$ cat src/rtl/core/lbfv_pkg.sv
// lbfv_pkg: shared types and chain lengths for the lorentz boost block
// no dependencies; used by every module in rtl/core
`default_nettype none

package lbfv_pkg;

  localparam int NORM_CELLS = 5;
  localparam int ROOT_CELLS = 31;
  localparam int QUO1_CELLS = 61;
  localparam int QUO2_CELLS = 30;

  // working word handed from cell to cell
  typedef struct packed {
    logic signed [31:0] e;
    logic signed [31:0] px;
    logic signed [31:0] py;
    logic signed [31:0] pz;
    logic signed [31:0] bx;
    logic signed [31:0] by;
    logic signed [31:0] bz;
    logic signed [63:0] bp;
    logic               invalid;
    logic               zero;
    logic [4:0]         k;
    logic [60:0]        rad;
    logic [61:0]        root;
    logic [62:0]        rem;
    logic [61:0]        dvs;
    logic [60:0]        quo;
    logic [60:0]        gq;
  } lbfv_word_t;

  typedef struct packed {
    logic signed [31:0] energy;
    logic signed [31:0] mom_x;
    logic signed [31:0] mom_y;
    logic signed [31:0] mom_z;
    logic               beta_invalid;
    logic               overflow;
  } lbfv_res_t;

endpackage

`default_nettype wire

$ cat src/rtl/core/lbfv_root_cell.sv
// lbfv_root_cell: one digit of the integer square root of the normalized radicand
// depends on lbfv_pkg
`default_nettype none

module lbfv_root_cell (
  input  logic               clk,
  input  logic               rst_n,
  input  logic               en,
  input  logic [4:0]         iter_i,
  input  logic               valid_i,
  input  lbfv_pkg::lbfv_word_t word_i,
  output logic               valid_o,
  output lbfv_pkg::lbfv_word_t word_o
);
  import lbfv_pkg::*;

  logic        valid_r;
  lbfv_word_t  word_r;
  lbfv_word_t  word_nxt;
  logic [61:0] bit_v;
  logic [61:0] trial;
  logic        fits;

  always_comb begin
    bit_v = 62'd1 << (6'd60 - {iter_i, 1'b0});
    trial = word_i.root + bit_v;
    fits  = {1'b0, word_i.rad} >= trial;
    word_nxt = word_i;
    if (fits) begin
      word_nxt.rad  = word_i.rad - trial[60:0];
      word_nxt.root = (word_i.root >> 1) + bit_v;
    end else begin
      word_nxt.root = word_i.root >> 1;
    end
  end

  always_ff @(posedge clk) begin
    if (!rst_n) begin
      valid_r <= 1'b0;
    end else if (en) begin
      valid_r <= valid_i;
    end
  end

  always_ff @(posedge clk) begin
    if (en) begin
      word_r <= word_nxt;
    end
  end

  assign valid_o = valid_r;
  assign word_o  = word_r;

endmodule

`default_nettype wire

$ cat config.mk
export PLATFORM = sky130hd
export DESIGN_NAME = lbfv_root_cell
export DESIGN_NICKNAME = d
export VERILOG_FILES = /design/src/rtl/core/lbfv_pkg.sv /design/src/rtl/core/lbfv_root_cell.sv
export SDC_FILE = /design/constraint.sdc
export NUM_CORES = 1
export LEC_CHECK = 0
export BUFFER_PORTS_ARGS = -buffer_cell sky130_fd_sc_hd__buf_2
export CAP_MARGIN = 20
export CORE_AREA = 4 4 514 516
export CTS_CLUSTER_DIAMETER = 50
export DETAILED_ROUTE_END_ITERATION = 12
export DIE_AREA = 0 0 518 520
export GPL_ROUTABILITY_DRIVEN = 1
export PLACE_DENSITY_LB_ADDON = 0.25
export SYNTH_ARGS = -nofsm -noshare
export SYNTH_HDL_FRONTEND = slang
export SYNTH_SLANG_ARGS = --single-unit
$ cat constraint.sdc
create_clock -name clk -period 8.3 [get_ports clk]
set_clock_uncertainty 0.2 [all_clocks]
set_input_delay 1.66 -clock clk [delete_from_list [all_inputs] [get_ports clk]]
set_output_delay 1.66 -clock clk [all_outputs]
set_load 0.02 [all_outputs]
# Yosys cells after proc, flatten, opt, wreduce, memory -nomap -nowiden
# Index checks and enable logic that the tools add are counted.
classes:
  magnitude_cmp: 1
  addsub: 4
  muxes: 2
  shift: 1
op_table:
  columns: ["cell", "n"]
  rows:
  - ["2-to-1 mux 61 bit", 2]
  - ["adder 61 x 62 -> 62 bit", 1]
  - ["adder 62 bit", 1]
  - ["greater-or-equal comparator 61 x 62 -> 1 bit", 1]
  - ["<< shifter 1 x 6 -> 62 bit (first input constant)", 1]
  - ["subtractor 61 bit", 1]
  - ["subtractor 6 bit (first input constant)", 1]
totals:
  in_bits: 674
  reg_bits: 666
  output_inout_bits: 666
  elab_cells: 27

# Longest topological paths before layout
depth:
  ltp_word: 5
  mapped_depth: 35
  mapped_depth_nobuf: 30

# Worst setup path after synthesis
# Ideal clock, no wire load.
synth_path:
  kind: "input to register"
  startpoint: "in iter_i[1]"
  endpoint: "reg word_r, in the netlist word_o[321], data pin"
  stages: 31
  required_ns: 7.840
  arrival_time_ns: 8.252
  path_buffers: 6
  setup_ns: 0.260
  slack_ns: -0.412
  path_cell_list: "buf_2 and2_1 ha_1 buf_2 nand2b_1 clkbuf_1 nor2_1 ha_1 a21oi_1 a2111oi_0 maj3_1 a21oi_1 or4_1 a311o_1 a21o_1 a2111oi_4 nor2_1 xor2_1 ha_1 clkbuf_1 nand3_1 nor4_1 nand2_1 o31ai_1 o21ai_0 a21o_1 nor4b_4 nor2_2 buf_2 buf_4 mux2_2"
synth_rtl:
  columns: ["item", "line_no", "text"]
  rows:
  - ["from (decl)", "lbfv_root_cell.sv:9", "input logic [4:0] iter_i,"]
  - ["to (signal assigned)", "lbfv_root_cell.sv:47", "word_r <= word_nxt;"]
  - ["to (decl)", "lbfv_root_cell.sv:18", "lbfv_word_t word_r;"]

==> flow_summary.toml <==
[outcome]
outcome = "finished clean"

[synth]
yosys_warnings = 0
synth-async-reset-ratio_pct = 0
synthFlopType = "edfxtp_1"
syn_nets = 3078
synthCells = 2296
yosysUniqueCellTypes = 86
ys_seq_elements = 666
synth_area_sq_um = 30300
synth-seq-area-share_pct = 65.9
avgSynthCellArea_sq_um = 13.2
synth_area_leaders = "edfxtp_1 66%, ha_1 4.4%, xnor2_1 3.1%"
yosys.area.top_type = "edfxtp_1"
synth_top_area_share_pct = 65.8
synth_edf_count = 665

[layout]
final_cell_area_sq_um = 49000
multi_input_area_sq_um = 9950
regArea_sq_um = 20000
fin_cells = 7630
final_nets = 4857
syn2layout_area_growth_pct = 61.4
nFillCells = 28686
drive_gt1_share_pct = 48.1

[routing]
antenna_left = 0
drt_iter0_drc = 2396
num_vias = 28892
drcViolationCount = 0
dr.pass1.iters = 6
drt_wl_total_mm = 265
wl_per_cell_um = 34.7
viasPerCell = 3.79

[floorplan]
num_rows = 187
core_sq_um = 259000
die_x_um = 518
initial_utilization_pct = 11.7
fp.dieH_um = 520
die-area_sq_um = 269000
num_io_pins = 1340

[setup_path]
r2r_start = "valid_o"
critPathLaunch = "iter_i[1]"
slowest_stage = "or4_4"
critical_path.max_fanout = 15
path_class = "input port to register"
crit_required_ns = 8.56
cp-start-kind = "input port"
cp-end-kind = "register"
cp_common_cell = "buf_4"
crit_arrival_ns = 8.35
critPathMaxStageDelay_ns = 0.52

[clock_network]
clkSinkCount = 666
cts_root_buf = "clkbuf_16"
clock_path_buffers = 4
cts_buffers = 144
cts_tree = "built"
h-tree-depth = 4
path_clk_slew_ns = 0.06
clk_latency_ns = 0.81

[power_and_ir_drop]
p_leak_nw = 20.0
power_density_nw_per_um2 = 248
max-vdd-ir-drop_v = 0.000150

[global_route]
grtUsageTotal_pct = 18.7
grt_pass1_vias = 28021
antenna_found_initial = 268
overflow = 0
grt_max_degree = 154
grt_pass1_wl_mm = 325

[place]
gp_congestion = 0.952
dp.cells = 7323
numPortBuffers = 1339
placedInstanceArea_sq_um = 43900
dpl.hpwl_mm = 230
place_ws_ns = -0.691

[timing]
setup_violations = 0
hold_viol = 0
max_slew_margin_pct = 31.0
slew_viol_final = 0
tightest_slew_ns = 1.03
fmax_mhz = 124
finalWorstSetupSlack_ns = 0.209
finalCritPeriodShare_pct = 97.5
fin_crit_ns = 8.09

[flow_run]
maxCapViolCount = 0

[hold_path]
min_from = "valid_o"
hold_class = "register to register"
[per-layer routing]
metal	wire length [um]	track usage, %	up-vias
li1	-	-	12453
met1	98800	20.7	14256
met2	125000	31.5	1603
met3	32000	9.90	502
met4	8070	4.59	78
met5	521	0	-
[cells in the mapped netlist (8+ instances only)]
cell type,instances
inv_1,38
a21boi_0,9
maj3_1,8
o21a_1,9
edfxtp_1,665
mux2i_1,8
nor4_1,13
or3_1,8
nand2b_1,14
nand3_1,52
a21oi_1,126
o21ai_0,169
xor2_1,78
buf_2,22
nand3b_1,8
o21bai_1,13
nand4_1,31
nor3_1,27
nand2_1,215
a31o_2,13
nor2b_1,21
a31oi_1,52
ha_1,107
clkbuf_1,60
a21o_1,36
nor2_1,142
mux2_2,14
or2_2,10
o31ai_1,20
and2_1,21
a211oi_1,10
o211ai_1,18
and3_1,20
xnor2_1,107
[state kept, by name, summed over array words and instances, names as in the netlist]
register	count
valid_o	1
word_o	665
[worst max-delay path, delay by kind of cell]
kind / cells / cell delay (ns)
AOI/OAI and AO/OA: 10 / 1.74
adders and majority gates: 3 / 0.89
xor gates and xnor gates: 2 / 0.24
buffers and inverters: 8 / 1.31
and+or+nand+nor: 10 / 2.47
[placed cells by master (no fill, tap or decap), types with 13 or more instances in the layout]
cell type and count:
bufinv_16 16, o21bai_1 13, nand2b_1 14, o31ai_1 18, clkbuf_16 148, a31oi_1 51
a21o_1 36, diode_2 54, buf_12 14, a31o_2 13, clkinv_1 18, a21oi_1 123
mux2_2 14, clkinv_2 14, o21ai_0 166, and2_1 21, nor3_1 27, xnor2_1 107
nand4_1 31, nor2_1 140, xor2_1 77, ha_1 106, nor2b_1 21, o211ai_1 18
clkbuf_1 15, buf_4 365, nand3_1 52, clkinvlp_4 19, buf_2 1338, nand2_1 215
inv_1 38, and3_1 20, edfxtp_1 665
[power breakdown]
part	total [mW]	leakage (nW)	internal (mW)	switching, mW
clock	5.77	2.22	3.70	2.07
sequential	4.18	6.52	4.04	0.141
combinational	2.18	11.3	0.692	1.49
[worst paths after layout]
kind	to	slack [ns]	cells past startpoint
hold reg to reg	valid_o	0.34	2
hold / removal	valid_o	0.34	2
setup reg to reg	valid_o	7.49	2
setup / recovery	word_o[286]	0.21	33
[logic make-up (layout without fill, tap and decap cells)]
family,count (synthesis),after routing,synth area share (%)
flops,666,666,65.9
simple gates,623,624,9.94
compound gates,551,551,11.4
xor+xnor,185,185,5.34
buf+inv,130,2007,1.73
fa+ha+maj,117,117,4.78
mux,24,24,0.907
other cells,0,54,0
[layout make-up]
type | instances | share of cell area, %
sequential | 666 | 40.8
multi-input combinational | 1501 | 20.3
timing repair buffer | 1723 | 20.1
tap | 3402 | 8.69
clock buffer | 161 | 7.55
clock inverter | 84 | 1.96
inverter | 39 | 0.299
antenna | 54 | 0.276
[what timing repair did]
action	4_1_cts	5_1_grt
endpoints found under the setup margin	0	123
resized for setup	0	22
setup buffers	0	4
hold buffers	0	0
[through the flow]
step	hold WS, ns	total power [mW]	setup TNS, ns	utilization, %
global route	0.375	12.6	-0.678	18.8
global placement	0.309	6.46	-61.34	16.9
finish	0.338	12.1	0	18.9
detailed placement	0.328	6.45	-66.99	16.9
CTS	0.344	12.4	0	18.7
floorplan	0.389	5.03	0	-
(Power assumes the default switching activity.)
