File: config.mk
export PLATFORM = sky130hd
export DESIGN_NAME = lbfv_div_cell
export DESIGN_NICKNAME = d
export VERILOG_FILES = /design/src/rtl/core/lbfv_pkg.sv /design/src/rtl/core/lbfv_div_cell.sv
export SDC_FILE = /design/constraint.sdc
export NUM_CORES = 1
export LEC_CHECK = 0
export ABC_AREA = 1
export BUFFER_PORTS_ARGS = -buffer_cell sky130_fd_sc_hd__buf_2
export CAP_MARGIN = 20
export CORE_AREA = 2 2 514 516
export DETAILED_ROUTE_END_ITERATION = 6
export DIE_AREA = 0 0 516 518
export GPL_TIMING_DRIVEN = 0
export PLACE_DENSITY_LB_ADDON = 0.15
export SYNTH_ARGS = -nofsm -noshare
export SYNTH_HDL_FRONTEND = slang
export SYNTH_SLANG_ARGS = --single-unit
File: constraint.sdc
create_clock -name clk -period 3.34 [get_ports clk]
set_clock_uncertainty 0.15 [all_clocks]
set_input_delay 0.167 -clock clk [delete_from_list [all_inputs] [get_ports clk]]
set_output_delay 0.167 -clock clk [all_outputs]
set_load 0.02 [all_outputs]
File: src/rtl/core/lbfv_pkg.sv
// lbfv_pkg: shared types and chain lengths for the lorentz boost block
// no dependencies; used by every module in rtl/core
`default_nettype none

package lbfv_pkg;

  localparam int NORM_CELLS = 5;
  localparam int ROOT_CELLS = 31;
  localparam int QUO1_CELLS = 61;
  localparam int QUO2_CELLS = 30;

  // working word handed from cell to cell
  typedef struct packed {
    logic signed [31:0] e;
    logic signed [31:0] px;
    logic signed [31:0] py;
    logic signed [31:0] pz;
    logic signed [31:0] bx;
    logic signed [31:0] by;
    logic signed [31:0] bz;
    logic signed [63:0] bp;
    logic               invalid;
    logic               zero;
    logic [4:0]         k;
    logic [60:0]        rad;
    logic [61:0]        root;
    logic [62:0]        rem;
    logic [61:0]        dvs;
    logic [60:0]        quo;
    logic [60:0]        gq;
  } lbfv_word_t;

  typedef struct packed {
    logic signed [31:0] energy;
    logic signed [31:0] mom_x;
    logic signed [31:0] mom_y;
    logic signed [31:0] mom_z;
    logic               beta_invalid;
    logic               overflow;
  } lbfv_res_t;

endpackage

`default_nettype wire

File: src/rtl/core/lbfv_div_cell.sv
// lbfv_div_cell: one quotient bit of restoring division, shared by both dividers
// depends on lbfv_pkg
`default_nettype none

module lbfv_div_cell (
  input  logic               clk,
  input  logic               rst_n,
  input  logic               en,
  input  logic               valid_i,
  input  lbfv_pkg::lbfv_word_t word_i,
  output logic               valid_o,
  output lbfv_pkg::lbfv_word_t word_o
);
  import lbfv_pkg::*;

  logic        valid_r;
  lbfv_word_t  word_r;
  lbfv_word_t  word_nxt;
  logic        ge;
  logic [62:0] diff;

  always_comb begin
    ge   = word_i.rem >= {1'b0, word_i.dvs};
    diff = ge ? word_i.rem - {1'b0, word_i.dvs} : word_i.rem;
    word_nxt     = word_i;
    word_nxt.rem = diff << 1;
    word_nxt.quo = {word_i.quo[59:0], ge};
  end

  always_ff @(posedge clk) begin
    if (!rst_n) begin
      valid_r <= 1'b0;
    end else if (en) begin
      valid_r <= valid_i;
    end
  end

  always_ff @(posedge clk) begin
    if (en) begin
      word_r <= word_nxt;
    end
  end

  assign valid_o = valid_r;
  assign word_o  = word_r;

endmodule

`default_nettype wire

Word-level counts from Yosys, hierarchy flattened. Cells that the tools add are included.

Register bits after elaboration: 665. Bits of input ports: 669. Logic and storage cells: 21.

$add $sub $neg: 1. Order comparisons: 1. Muxes and demuxes: 1.

Operators with widths (count): greater-or-equal comparator 63 x 62 -> 1 bit (1); two-way mux 62 bit (1); subtractor 62 bit (1).

Logic depth before layout (Yosys ltp). Gate-level depths: netlist (run 1).

Depth in word-level cells: 2. Gate-level depth with buffers: 17.

Worst setup path after synthesis (run 1). OpenSTA, ideal clock, no wires.

Kind: input to register. Start: input port word_i[176] (netlist bit). End: register word_r, in the netlist word_o[212] (data pin). Arrival time: 1.680 ns. Required time: 2.937 ns. Setup slack: 1.256 ns. Cell stages on the path: 13. Cell sequence: inv_1 ha_1 nand2_1 inv_1 a21oi_1 nand2_1 nand2_1 nand2_1 a21oi_2 nand3_4 buf_8 nand2_1 nand2_1.

Longest elaborated chain between the ends: 2.

RTL lines: start, declared (RTL line lbfv_div_cell.sv:10) `input lbfv_pkg::lbfv_word_t word_i,`; greater-or-equal comparator 63 x 62 -> 1 bit (RTL line lbfv_div_cell.sv:23) `ge = word_i.rem >= {1'b0, word_i.dvs};`; two-way mux 62 bit (RTL line lbfv_div_cell.sv:24) `diff = ge ? word_i.rem - {1'b0, word_i.dvs} : word_i.rem;`; net diff[27] (RTL line lbfv_div_cell.sv:20) `logic [62:0] diff;`; end signal, assigned (RTL line lbfv_div_cell.sv:40) `word_r <= word_nxt;`; end, declared (RTL line lbfv_div_cell.sv:17) `lbfv_word_t word_r;`.

The timed path passes the listed nets, and every way through them passes these cells. A chain may end at the register's enable or synchronous reset.

Final worst setup path (run 1).
Start: input port word_i[159] (netlist bit). End: register word_r, in the netlist word_o[187] (data pin).

The elaborated chain is that of the path after synthesis.

==> results of run 1 <==
==> cell usage in the layout, fill, tap and decap left out, types with 11 or more instances in the layout <==
master         instances
buf_2               1337
edfxtp_1             664
dlygate4sd3_1       1198
nor2_1               103
nor2_2                14
xor2_1                29
diode_2               66
a21oi_1               37
nand3_1              140
clkinv_1              20
clkinv_2              15
inv_1                373
clkbuf_1              15
ha_1                  63
nand4_1               15
clkinvlp_4            11
clkbuf_16            102
nand2_1              665
inv_2                 13
==> worst paths after layout <==
| path | startpoint | end | slack (ns) | cells after the start |
|---|---|---|---|---|
| setup / recovery | word_i[159] | word_o[187] | 0.26 | 14 |
| hold / removal | word_i[138] | word_o[138] | 0.04 | 2 |
| setup reg to reg | valid_o | valid_o | 1.98 | 3 |
| hold reg to reg | valid_o | valid_o | 0.94 | 3 |
==> power by group through the flow <==
stage / sequential [W] / clock (W) / combinational, W
floorplan: 0.0113 / 0 / 0.000925
global placement: 0.0106 / 0 / 0.00464
detailed placement: 0.0104 / 0 / 0.00464
CTS: 0.0102 / 0.0112 / 0.00593
global route: 0.0103 / 0.0114 / 0.00611
finish: 0.0102 / 0.0107 / 0.00573
==> what timing repair did <==
item / CTS / global route
hold buffers: 1198 / 0
hold endpoints to repair: 869 / 0
setup buffers: 0 / 0
==> cell type report <==
cell class              instances  area (um^2)  area share, %
diodes                         66          165          0.308
plain buffers                  19          185          0.345
clock buffers                 117         2610           4.87
clock inverters                60          548           1.02
inverters                     386         1450           2.70
multi-input cells            1125         5430           10.1
flip-flops and latches        665        20000           37.2
well taps                    3515         4400           8.20
repair buffers               2538        18900           35.2
==> sequential cells by signal (all words and copies together) (netlist names) <==
register  flops
valid_o       1
word_o      664
==> per-stage QoR <==
step | setup TNS, ns | utilization (%) | std cells | hold slack [ns] | area, um^2
2_1_floorplan | 0 | - | 2195 | 0.110 | 27000
4_1_cts | 0 | 20.4 | 8425 | 0.00414 | 53500
3_5_place_dp | -0.0529 | 14.6 | 7050 | 0.195 | 38300
5_1_grt | 0 | 20.5 | 8467 | 0.0236 | 53600
6_report | 0 | 20.5 | 8491 | 0.0351 | 53600
3_3_place_gp | -7118.17 | 14.6 | 7042 | 0.193 | 38100
==> kinds of logic after synthesis <==
| kind of cell | count (synthesis) | share of synthesized area, % |
|---|---|---|
| simple gates | 982 | 15.2 |
| flops | 665 | 73.9 |
| buf+inv | 405 | 6.05 |
| fa+ha+maj | 64 | 2.99 |
| compound gates | 48 | 0.931 |
| xor+xnor | 30 | 0.972 |
| other cells | 1 | 0.0139 |
==> per-layer routing <==
layer	routed length [um]	GRT usage, %	vias to the layer above
li1	-	-	12600
met1	86200	18.1	13300
met2	109000	28.2	1087
met3	18000	5.06	307
met4	6240	4.17	58
met5	363	0	-
==> results.md, run 1 <==
- RePlAce Congestion: between 0.8 and 0.9
- PostCTS Resize Cnt: 0
- CP Cell Sequence: dlygate4sd3_1 -> buf_2 -> inv_1 -> ha_1 -> nand2_1 -> nor2_1 -> nand2_1 -> nor2_1 -> nand3_1 -> nand3_1 -> nand2_2 -> buf_6 -> nand3_1 -> nand2_1
- Gr ovfl total: 0
- Final setup viols: 0
- Area grow syn2layout: 98.4%
- Share of power burned in registers: a little under two fifths
- Die width: between 500 and 600 um
- Vias in the first global route: ~28000
- DRC viols: 0
- CTS max path bufs: 4
- YS warnings: 0
- Period utilization: between 90 and 100%
- Yosys cell types: 38
- Final Worst Setup Slack: 0.255 ns
- Sequential share of the synthesized area: between 70% and 80%
- # fillers: a little under 30000
- Total CTS buffers: just over 100
- Hpwl dp: between 150000 and 200000 um
- CP delay by family, top: simple AND/OR/NAND/NOR gates
- Hold crit path type: in -> reg
- Yosys top cell by area: edfxtp_1
- Post-synth top cells: nand2_1 (665), edfxtp_1 (664), inv_1 (373)
- Vias per std cell: approximately 3.2
- Worst IR Drop VDD: 354 uV
- Net Sw Frac: a little under a third
- Synthesized area: between 20000 and 30000 um^2
- Post-synth top flop: edfxtp_1
- Initial Util: between 10% and 20%
- 1st-iter DRT viols: approximately 1600
- Post-synth EDFFs: roughly 660
- Fmax: about 0.32 GHz
- Share of layout cells above drive strength 1: a little under a third
- Internal power: between 0.015 and 0.02 W
- P_leak: 23.5 nW
- FF+latch count, synth: 665
- Setup crit end kind: flip-flop
- Rel. slew slack: roughly 52%
- Mapped Cells: between 2000 and 2500
- Total Wirelength: about 220000 um
- CTS tree: yes
- CTS root buf: clkbuf_16
- Die Ht: around 520 um
- Core Area: 262000 um^2
- Count leader, synth: nand2_1
- Syn Area/Cell: 12.3 um^2
- Crit Path Max Fanout: 10
- Logic pwr share: a little over a fifth
- H-tree depth: 3
- Antenna Nets Post-Route: 0
- Pwr/cell area: between 400 and 500 nW/um^2
- Top cell type's share of synthesized area: between 70% and 80%
- Tightest Pin Transition: around 0.7 ns
- Die area: 267000 um^2
- CP bufs+invs: 4
- Max Slew Vio Count: 0
- Crit path DAT: ~3.5 ns
- Gr usage total: roughly 16%
- Nets: 5569
- Via count: 27400
- Sw Pwr: 0.00836 W
- RSZ-0062 raised after global routing: false
- Largest net degree at the start of global routing: roughly 110
- Buffers on Ports: between 1000 and 1500
- Mapped Nets: 2928
- Row cnt: between 150 and 200
- DR WL/cell: 25.9 um
- Maxcap violations: 0
- Worst Path Class, Setup: in -> reg
- Worst-path clk slew: ~0.07 ns
- Total chip power: between 0.02 and 0.03 W
- Synth async-reset ratio: 0%
- First-pass detailed-route iteration total: 5
- First-pass GRT wire length: between 200000 and 300000 um
- # IOs: ~1300
- Slowest stage delay, CP: around 0.56 ns
- Final Hold Fails: 0
- CP Data Required Time: around 3.7 ns
- Tmin final: just over 3 ns
- Ranking of synthesized cells by area: edfxtp_1 (74%), nand2_1 (9.2%), inv_1 (5.2%)
- Place WS: -0.0529 ns
- CP max-delay cell: dlygate4sd3_1
- Clock Latency Late Sink: between 0.8 and 0.9 ns
- Sinks on Clock Net: between 600 and 700
- Setup crit start kind: primary input
- Status: completed
- Initial antenna violation count: ~150
- Clock Power Share: between 40% and 50%
No activity file was read; power rests on OpenSTA's default activity.
==> inputs of run 2 (changes only) <==
Settings changed: PLACE_DENSITY_LB_ADDON 0.15 to not set.
==> run 2 against run 1 <==
Cell area decreased by 1.5%. Via count up 0.51%. Global-route usage up 2.0 points. Power increased by 0.53%. Setup slack worse by 0.12 ns. Core utilization decreased by 0.31 points. Largest cell class unchanged. Wire length is 13% higher. Non-clock buffer count decreased by 80. Cell count decreased by 0.93%. Die area did not move. Combinational power rose by 4.0%.
==> results.md, run 2 (same netlist as run 1, synthesis figures left out) <==
- Final Worst Setup Slack: 0.135 ns (was 0.255 ns)
- Total Wirelength: 248000 um (was 220000 um)
- # IOs: 1335 (unchanged)
- Gr ovfl total: 0 (unchanged)
- Die area: 267000 um^2 (unchanged)
- Hpwl dp: 211000 um (was 185000 um)
- CP Data Required Time: 3.74 ns (was 3.72 ns)
- DRC viols: 0 (unchanged)
- Die width: 516 um (unchanged)
- Worst-path clk slew: 0.06 ns (was 0.07 ns)
- Row cnt: 188 (unchanged)
- RePlAce Congestion: 1.04 (was 0.853)
- Tightest Pin Transition: 0.783 ns (was 0.715 ns)
- Share of layout cells above drive strength 1: 32.3% (was 31.6%)
- 1st-iter DRT viols: 1773 (was 1619)
- Cell repeated most along the worst path: nand2_1
- Status: completed (unchanged)
- Hold Crit Start: word_i[136] (was word_i[138])
- Worst IR Drop VDD: 383 uV (was 354 uV)
- Commonest cells after routing, fill and taps aside: buf_2 (1337), dlygate4sd3_1 (1119), nand2_1 (665) (was buf_2 (1337), dlygate4sd3_1 (1198), nand2_1 (665))
- Rel. slew slack: 47.8% (was 52.4%)
- First-pass GRT wire length: 302000 um (was 279000 um)
- RSZ-0062 raised after global routing: false (unchanged)
- Pwr/cell area: 507 nW/um^2 (was 497 nW/um^2)
- Initial antenna violation count: 216 (was 145)
- Initial Util: 10.3% (unchanged)
- Reg-to-Reg Start: valid_o (unchanged)
- Sinks on Clock Net: 665 (unchanged)
- Cell area after placement: 38300 um^2 (about the same)
- Final setup viols: 0 (unchanged)
- Die Ht: 518 um (unchanged)
- Buffers on Ports: 1332 (unchanged)
- Max Slew Vio Count: 0 (unchanged)
- Hold crit path type: in -> reg (unchanged)
- Tmin final: 3.20 ns (was 3.08 ns)
- Commonest non-fill, non-tap cell in the layout: buf_2 (unchanged)
- Largest net degree at the start of global routing: 102 (was 107)
- CTS root buf: clkbuf_16 (unchanged)
- Worst Hold Depth: 2 (unchanged)
- P_leak: 23.1 nW (was 23.5 nW)
- Hold EP: word_o[136] (was word_o[138])
- Place WS: -0.0857 ns (was -0.0529 ns)
- Vias per std cell: 3.27 (was 3.23)
- Vias in the first global route: 27200 (was 27800)
- Post-CTS setup buffers: 0 (unchanged)
- DR WL/cell: 29.5 um (was 25.9 um)
- Period utilization: 95.9% (was 92.4%)
- Worst R2R Path Depth: 3 (unchanged)
- Nets: 5484 (was 5569)
- Total CTS buffers: 96 (was 101)
- Gr usage total: 17.8% (was 15.9%)
- Final Hold Fails: 0 (unchanged)
- Antenna Nets Post-Route: 0 (unchanged)
- CP max-delay cell: dlygate4sd3_1 (unchanged)
- Fmax: 0.312 GHz (was 0.324 GHz)
- CP bufs+invs: 6 (was 4)
- Clock Latency Late Sink: 0.83 ns (about the same)
- Slowest stage delay, CP: 0.57 ns (was 0.56 ns)
- Setup crit start kind: primary input (unchanged)
- Via count: 27500 (was 27400)
- H-tree depth: 3 (unchanged)
- First-pass detailed-route iteration total: 5 (unchanged)
- Total chip power: 0.0268 W (was 0.0266 W)
- CTS tree: yes (unchanged)
- Crit Path Max Fanout: 10 (unchanged)
- CP Cell Sequence: dlygate4sd3_1 -> buf_2 -> inv_1 -> ha_1 -> nand2_1 -> nor2_2 -> inv_2 -> nor2_2 -> nand2_1 -> nor3_1 -> nand2_1 -> nand2_1 -> nor2_4 -> buf_2 -> nand3_1 -> nand2_1 -> dlygate4sd3_1 (was dlygate4sd3_1 -> buf_2 -> inv_1 -> ha_1 -> nand2_1 -> nor2_1 -> nand2_1 -> nor2_1 -> nand3_1 -> nand3_1 -> nand2_2 -> buf_6 -> nand3_1 -> nand2_1)
- Core Area: 262000 um^2 (unchanged)
- CP delay by family, top: buffers and inverters (was simple AND/OR/NAND/NOR gates)
- CTS max path bufs: 4 (unchanged)
- Worst Path Class, Setup: in -> reg (unchanged)
- Area grow syn2layout: 95.5% (was 98.4%)
- Crit path DAT: 3.60 ns (was 3.47 ns)
- Setup crit end kind: flip-flop (unchanged)
- Max FFs per register: 664 (unchanged)
- Final Cell Area: 52800 um^2 (was 53600 um^2)
- FF-to-FF setup slack: 1.96 ns (was 1.98 ns)
- Maxcap violations: 0 (unchanged)
- Reg2reg end: valid_o (unchanged)
[run 2: cell types whose count changed in the layout (fill, tap and decap cells not counted), moves of 2 or more]
cell / delta
clkbuf_1: -10
nor2_1: -2
bufinv_16: +3
inv_6: +3
clkinvlp_4: +2
clkinv_2: -2
ha_1: -2
diode_2: +6
ha_2: +2
dlygate4sd3_1: -79
clkinv_4: +3
clkinv_1: +2
clkbuf_16: -6
[run 2: worst max-delay path by stage]
stage	endpoint	slack (ns)	cells past startpoint	from
after global routing	word_o[186]	0.01	15	word_i[168]
after CTS	word_o[186]	0.01	15	word_i[168]
after floorplan	word_o[212]	1.26	13	word_i[176]
after detailed placement	word_o[235]	-0.09	15	word_i[161]
final	word_o[186]	0.14	17	word_i[155]
after global placement	word_o[169]	-10.30	1	en
[run 2: power breakdown]
part	internal, W	switching, W	leakage, nW
Sequential	0.0100	0.000207	6.51
Clock	0.00611	0.00449	1.49
Combinational	0.00204	0.00393	15.1
[run 2: layer usage]
metal	wire, um	track usage, %	vias to the layer above	part of all wire (%)
met5	509	0	-	0.21
met1	87700	18.3	13100	35
li1	-	-	12500	-
met4	10300	6.07	78	4.1
met2	117000	30.4	1351	47
met3	32100	9.90	485	13
[run 2: what timing repair did]
action	4_1_cts	5_1_grt
resized for setup	0	6
endpoints found under the hold margin	756	0
endpoints found under the setup margin	0	4
hold buffers	1119	0
[run 2: through the flow]
stage               cells  utilization, %  setup TNS (ns)  hold WS, ns
floorplan            2195               -               0        0.110
global placement     7042            14.6        -6702.47        0.193
detailed placement   7049            14.6          -0.139        0.195
CTS                  8340            20.1               0     0.000144
global route         8383            20.2               0      0.00300
finish               8412            20.2               0       0.0334
[run 2: cell type report]
| type | count | area (um^2) |
|---|---|---|
| Timing Repair Buffer | 2458 | 18100 |
| Antenna cell | 72 | 180 |
| Clock inverter | 71 | 703 |
| Fill cell | 28800 | 209000 |
| Buffer | 19 | 185 |
| Tap cell | 3515 | 4400 |
| Clock buffer | 101 | 2420 |
| Sequential cell | 665 | 20000 |
| Inverter | 386 | 1450 |
| Multi-Input combinational cell | 1125 | 5450 |
[run 2: worst reg2reg max path: cells and delay by family (launching register included)]
| family | cells | cell delay (ns) |
|---|---|---|
| AOI/OAI and AO/OA | 2 | 0.22 |
| DFF | 1 | 0.32 |
| buffers and inverters | 1 | 0.58 |
==> inputs of run 3 (changes only) <==
Clock period 3.34 ns to 2.72 ns, I/O delays scaled along.
==> run 3 against run 2 <==
The flow now finishes with violations (hold timing). Global-route usage is essentially flat. Worst hold slack lost 0.54 ns. Core utilization grew 0.14 points. Clock-buffer cell count is the same. Sequential power grew 24%.
==> results.md, run 3 (same netlist as run 1, synthesis figures left out) <==
- Post-Route Setup TNS: 0 ns (unchanged)
- Gr usage total: 17.9% (was 17.8%)
- Inst Count DP: 7049 (unchanged)
- Hold crit path type: in -> reg (unchanged)
- CTS root buf: clkbuf_16 (unchanged)
- Final Worst Setup Slack: 0.0443 ns (was 0.135 ns)
- P_leak: 23.3 nW (was 23.1 nW)
- Met3 Wirelength: 33400 um (was 32100 um)
- Tmin final: approximately 2.7 ns
- Cell repeated most along the worst path: nand2_1 (unchanged)
- Pwr/cell area: 618 nW/um^2 (was 507 nW/um^2)
- Commonest non-fill, non-tap cell in the layout: buf_2 (unchanged)
- Reg2reg end: valid_o (unchanged)
- DR WL/cell: 29.4 um (was 29.5 um)
- # IOs: 1335 (unchanged)
- Core Area: 262000 um^2 (unchanged)
- Hold EP: word_o[143] (was word_o[136])
- CP bufs+invs: 4 (was 6)
- Share of layout cells above drive strength 1: 32.3% (about the same)
- Sinks on Clock Net: 665 (unchanged)
- Place WS: -0.675 ns (was -0.0857 ns)
- Final Util: 20.3% (was 20.2%)
- Max Slew Vio Count: 0 (unchanged)
- Worst R2R Path Depth: 3 (unchanged)
- 1st-iter DRT viols: 1719 (was 1773)
- Met2 WL: 117000 um (about the same)
- Commonest cells after routing, fill and taps aside: buf_2 (1337), dlygate4sd3_1 (1145), edfxtp_1 (664) (was buf_2 (1337), dlygate4sd3_1 (1119), nand2_1 (665))
- Max Used Layer: met5 (unchanged)
- Setup crit end kind: flip-flop (unchanged)
- Via count: 27700 (was 27500)
- Area grow syn2layout: 96.9% (was 95.5%)
- Hpwl dp: 211000 um (unchanged)
- Fmax: 0.374 GHz
- Buffers on Ports: 1332 (unchanged)
- Period utilization: 98.4%
- # fillers: 28800 (about the same)
- Hold_ws: -0.510 ns (was 0.0334 ns)
- Worst Path Class, Setup: in -> reg (unchanged)
- Row cnt: 188 (unchanged)
- CP Cell Sequence: dlygate4sd3_1 -> buf_2 -> inv_1 -> ha_1 -> inv_1 -> fa_1 -> nand2_1 -> nand3_1 -> and2_1 -> nand2_1 -> nand3_1 -> nand2_1 -> nand4_1 -> nand3_2 -> nand2_1 (was dlygate4sd3_1 -> buf_2 -> inv_1 -> ha_1 -> nand2_1 -> nor2_2 -> inv_2 -> nor2_2 -> nand2_1 -> nor3_1 -> nand2_1 -> nand2_1 -> nor2_4 -> buf_2 -> nand3_1 -> nand2_1 -> dlygate4sd3_1)
- Reg-to-Reg Start: valid_o (unchanged)
- Area of the multi-input gates: 5510 um^2 (was 5450 um^2)
- Met1 WL: 86400 um (was 87700 um)
- Vias in the first global route: 27000 (was 27200)
- Nets: 5513 (was 5484)
- CTS tree: yes (unchanged)
- Total Wirelength: 248000 um (about the same)
- Seq. cell area: 20000 um^2 (unchanged)
- Fin cells: 8454 (was 8412)
- CP Data Required Time: 3.07 ns (was 3.74 ns)
- Gr ovfl total: 0 (unchanged)
- Tightest Pin Transition: 0.735 ns (was 0.783 ns)
- Final setup viols: 0 (unchanged)
- Vias per std cell: 3.28 (was 3.27)
- DRC viols: 0 (unchanged)
- Clock Latency Late Sink: 0.82 ns (was 0.83 ns)
- Final Hold Fails: 33 (was 0)
- Initial Util: 10.3% (unchanged)
- Antenna Nets Post-Route: 0 (unchanged)
- CP max-delay cell: dlygate4sd3_1 (unchanged)
- CP delay by family, top: simple AND/OR/NAND/NOR gates (was buffers and inverters)
- Die width: 516 um (unchanged)
- Die Ht: 518 um (unchanged)
- Rel. slew slack: 51.0% (was 47.8%)
- Initial antenna violation count: 219 (was 216)
- Worst-path clk slew: 0.06 ns (about the same)
- Setup crit start kind: primary input (unchanged)
- Status: finished with violations (was completed)
- FF-to-FF setup slack: 1.34 ns (was 1.96 ns)
- H-tree depth: 3 (unchanged)
- Crit path DAT: 3.03 ns (was 3.60 ns)
- Maxcap violations: 0 (unchanged)
- Slowest stage delay, CP: 0.58 ns (was 0.57 ns)
- Failing checks: hold timing
- Max FFs per register: 664 (unchanged)
- Hold Crit Start: word_i[143] (was word_i[136])
- First-pass GRT wire length: 302000 um (about the same)
- First-pass detailed-route iteration total: 5 (unchanged)
- Worst Hold Depth: 1 (was 2)
- Total CTS buffers: 96 (unchanged)
- CTS max path bufs: 4 (unchanged)
- Largest net degree at the start of global routing: 102 (unchanged)
- Crit Path Max Fanout: 4 (was 10)
- Die area: 267000 um^2 (unchanged)
- Worst IR Drop VDD: 471 uV (was 383 uV)
- RePlAce Congestion: 1.04 (unchanged)
run 3: cell count changes in the layout (fill, tap and decap cells not counted), sizes merged:
cell,previous run,this run
buf,1358,1361
diode,72,85
dlygate4sd3,1119,1145
run 3: how the worst max path moves through the flow:
stage / to / cells past startpoint / slack [ns] / from
2_1_floorplan: word_o[212] / 13 / 0.67 / word_i[176]
3_3_place_gp: word_o[169] / 1 / -10.89 / en
3_5_place_dp: word_o[235] / 15 / -0.67 / word_i[161]
4_1_cts: word_o[246] / 17 / 0.02 / word_i[189]
5_1_grt: word_o[246] / 17 / -0.001 / word_i[189]
6_report: word_o[237] / 15 / 0.04 / word_i[184]
run 3: area by class of cell:
class,count,area share (%)
repair buffers,2487,34.5
plain buffers,19,0.348
clock inverters,71,1.32
multi-input cells,1125,10.4
well taps,3515,8.27
clock buffers,101,4.55
flip-flops and latches,665,37.5
inverters,386,2.72
diodes,85,0.400
run 3: per-stage QoR:
step / total power [W] / instance area (um^2)
final: 0.0329 / 53200
after floorplan: 0.0150 / 27000
after detailed placement: 0.0187 / 38300
after CTS: 0.0335 / 52400
after global routing: 0.0342 / 53100
after global placement: 0.0189 / 38100
run 3: layer usage:
metal / vias up / GRT usage (%)
met5: - / 0.0541
met4: 74 / 6.61
met3: 493 / 10.4
met2: 1405 / 30.2
met1: 13100 / 18.0
li1: 12600 / -
run 3: where the power goes:
| part | leakage (nW) | internal, W | switching, W |
|---|---|---|---|
| combinational | 15.3 | 0.00254 | 0.00480 |
| sequential | 6.51 | 0.0123 | 0.000252 |
| clock | 1.49 | 0.00750 | 0.00550 |
run 3: what timing repair did:
action,4_1_cts,5_1_grt
hold buffers,1094,51
setup endpoints to repair,0,10
setup buffers,0,3
resized for setup,0,15
endpoints found under the hold margin,811,66
